==> config.mk <==
export PLATFORM = sky130hd
export DESIGN_NAME = hbc_ram
export DESIGN_NICKNAME = d
export VERILOG_FILES = /design/src/rtl/core/hbc_ram.sv
export SDC_FILE = /design/constraint.sdc
export NUM_CORES = 1
export LEC_CHECK = 0
export BUFFER_PORTS_ARGS = -buffer_cell sky130_fd_sc_hd__buf_2
export CAP_MARGIN = 5
export CORE_MARGIN = 4
export CORE_UTILIZATION = 60
export CTS_CLUSTER_SIZE = 24
export DETAILED_ROUTE_END_ITERATION = 10
export GPL_ROUTABILITY_DRIVEN = 0
export PLACE_DENSITY_LB_ADDON = 0.15
export REMOVE_ABC_BUFFERS = 1
export SYNTH_ARGS = -nofsm -noshare
export SYNTH_HDL_FRONTEND = slang
export SYNTH_SLANG_ARGS = --single-unit
==> constraint.sdc <==
create_clock -name clk -period 2.3 [get_ports clk]
set_input_delay 0.345 -clock clk [delete_from_list [all_inputs] [get_ports clk]]
set_output_delay 0.345 -clock clk [all_outputs]
set_load 0.01 [all_outputs]
==> src/rtl/core/hbc_ram.sv <==
// Generic single-write, single-read synchronous RAM with registered read data.
module hbc_ram #(
  parameter int WIDTH = 8,
  parameter int DEPTH = 16,
  localparam int AW = (DEPTH > 1) ? $clog2(DEPTH) : 1
) (
  input  logic             clk,
  input  logic             we,
  input  logic [AW-1:0]    waddr,
  input  logic [WIDTH-1:0] wdata,
  input  logic [AW-1:0]    raddr,
  output logic [WIDTH-1:0] rdata
);

  logic [WIDTH-1:0] mem [DEPTH];

  always_ff @(posedge clk) begin
    if (we) begin
      mem[waddr] <= wdata;
    end
    rdata <= mem[raddr];
  end

endmodule

==> impl_metrics.json <==
{
  "fin_worst_skew_ns": 0.00730,
  "postCtsHoldBufs": 0,
  "first_global_vias": 2603,
  "grt_util_all_layers_pct": 21.3,
  "reg2reg_to": "rdata[2]",
  "required_ns": 2.68,
  "synth_area_um2": 5150,
  "yosysSeqAreaShare_pct": 77.8,
  "final_cell_area_um2": 6090,
  "path_max_fanout": 1,
  "viasPerCell": 6.07,
  "path_clk_slew_ns": 0.06,
  "n_antenna_cell": 0,
  "synthDistinctLibCells": 19,
  "gr-total-overflow": 0,
  "period_minus_slack_ns": 1.40,
  "drt_iter0_markers": 140,
  "path_cells": "mux4_1, a22oi_1, nand2_1",
  "drcViolationCount": 0,
  "wl_per_cell_um": 24.0,
  "cts_post_setup_buffers_inserted": 0,
  "powerDensity_nw_per_um2": 936,
  "cp-end-kind": "flop",
  "layout.nets": 301,
  "start_util_pct": 62.0,
  "p_leak_nw": 2.08,
  "antenna_found_initial": 0,
  "dp_hpwl_um": 6250,
  "cts_resized": 0,
  "root_buffer": "clkbuf_8",
  "tritoncts": "done",
  "min_path_cells": 1,
  "finalSetupViolations": 0,
  "r2r-start": "mem[9][2]",
  "dr.pass1.iters": 4,
  "htreeDepth": 4,
  "core_um2": 8300,
  "syn_inst": 229,
  "rsz0062_at_grt": "no",
  "hp-class": "in2reg",
  "insertion_delay_ns": 0.51,
  "die_w_um": 101,
  "ys_warn_count": 0,
  "routed_wl_um": 9620,
  "slowest_delay_ns": 0.51,
  "dieHeight_um": 101,
  "cp.arrival_ns": 1.78,
  "tightestPinTransition_ns": 0.685,
  "slew_violations": 0,
  "vdd.ir_drop.worst_mv": 0.612,
  "cts_buffers": 17,
  "grt_max_degree": 33,
  "num_vias": 2434,
  "clock-sinks": 136,
  "crit_slowest_cell": "mux4_1",
  "outcome": "complete, no violations",
  "tns_ns": 0,
  "cap_violations": 0,
  "rows": 33,
  "dieArea_um2": 10100,
  "portBuffers": 25,
  "finalHoldViolCount": 0,
  "post_dp_cell_area_um2": 5490,
  "grt_pass1_wl_um": 15200,
  "drive_above_1_share_pct": 31.8,
  "fmax_ghz": 0.715,
  "min_to": "mem[9][5]",
  "r2r_slack_ns": 0.90,
  "cts.path.max_buffers": 2,
  "min_from": "wdata[5]",
  "worstSetupPathType": "reg2reg",
  "ioPinCount": 26,
  "crit_path_start_kind": "flop",
  "ys_ff_latch": 136,
  "timing.final.crit_share_pct": 60.8,
  "synthToLayoutAreaGrowth_pct": 18.2,
  "avgSynthCellArea_um2": 22.5,
  "rr_worst_depth": 3,
  "ant_nets": 0,
  "relSlewSlack_pct": 54.2
}
-- flip-flops by register name, indices dropped and copies added (netlist names) --
register,cells
mem,128
rdata,8
-- layer usage --
metal  track usage [%]  routed length, um  vias to the layer above
met5                 0                  0                        -
met4              5.70                102                        0
met3              5.67                484                       10
met2              33.6               4760                       67
met1              30.0               4280                     1271
li1                  -                  -                     1086
-- cell usage after synthesis --
master,number,area [um2]
nor3_1,4,20.0
clkdlybuf4s25_2,3,30.0
buf_6,3,33.8
and2b_1,1,7.51
and2_1,1,6.26
or3b_2,1,8.76
a22oi_1,16,120
edfxtp_1,128,3840
mux4_2,18,405
buf_4,1,7.51
nor2_1,13,48.8
nand2b_1,2,12.5
nand3b_1,2,15.0
mux4_1,14,368
nor2b_1,1,6.26
dfxtp_1,8,160
buf_2,3,15.0
nand3_1,1,5.00
nand2_1,9,33.8
-- cell usage in the layout (no fill, tap or decap), types with 4 or more instances in the layout --
| cell | Yosys | final |
|---|---|---|
| nor2_1 | 13 | 13 |
| mux4_2 | 18 | 18 |
| clkbuf_16 | 0 | 16 |
| clkinvlp_4 | 0 | 5 |
| buf_4 | 1 | 18 |
| a22oi_1 | 16 | 16 |
| dfxtp_1 | 8 | 8 |
| nor3_1 | 4 | 4 |
| nand2_1 | 9 | 9 |
| mux4_1 | 14 | 14 |
| edfxtp_1 | 128 | 128 |
| buf_2 | 3 | 25 |
-- layout make-up --
type | count | area (um2)
Fill cell | 488 | 2210
Sequential cell | 136 | 4000
Multi-Input combinational cell | 83 | 1060
Clock buffer | 19 | 422
Tap cell | 105 | 131
Timing Repair Buffer | 45 | 300
Clock inverter | 13 | 171
-- worst max-delay path: cells and delay by family (launching register included) --
family,cells,cell delay [ns]
AO/OA/AOI/OAI,1,0.31
flip-flops,1,0.38
multiplexers,1,0.51
AND/OR/NAND/NOR,1,0.08
-- where the power goes --
part           switching [mW]  internal [mW]
clock                   0.984           1.66
combinational           0.149          0.112
sequential             0.0187           2.77
total                    1.15           4.54
-- how the worst max path moves through the flow --
stage / start / end / slack [ns] / cells after the start
after global routing: mem[9][2] / rdata[2] / 0.82 / 3
after detailed placement: raddr[0] / rdata[2] / 0.47 / 5
after global placement: raddr[0] / rdata[2] / 0.44 / 5
after floorplan: waddr[2] / mem[0][0] / 0.46 / 2
final: mem[9][2] / rdata[2] / 0.90 / 3
after CTS: mem[9][2] / rdata[2] / 0.88 / 3
-- cells by family after synthesis --
family / count (synthesis) / share of synthesized area [%]
flops: 136 / 77.8
mux: 32 / 15.0
compound gates: 16 / 2.33
simple gates: 35 / 3.18
buf+inv: 10 / 1.68
-- metrics by stage --
| stage | power (mW) | std cells | hold WS (ns) | worst slack [ns] | utilization, % |
|---|---|---|---|---|---|
| finish | 5.70 | 401 | 0.223 | 0.901 | 73.3 |
| global route | 5.89 | 401 | 0.211 | 0.817 | 73.3 |
| CTS | 5.73 | 401 | 0.201 | 0.883 | 73.3 |
| detailed placement | 3.10 | 369 | 0.661 | 0.465 | 66.2 |
| global placement | 3.09 | 369 | 0.659 | 0.444 | 66.2 |
| floorplan | 2.95 | 219 | 0.444 | 0.462 | - |
Power figures use the tool's default switching activity.
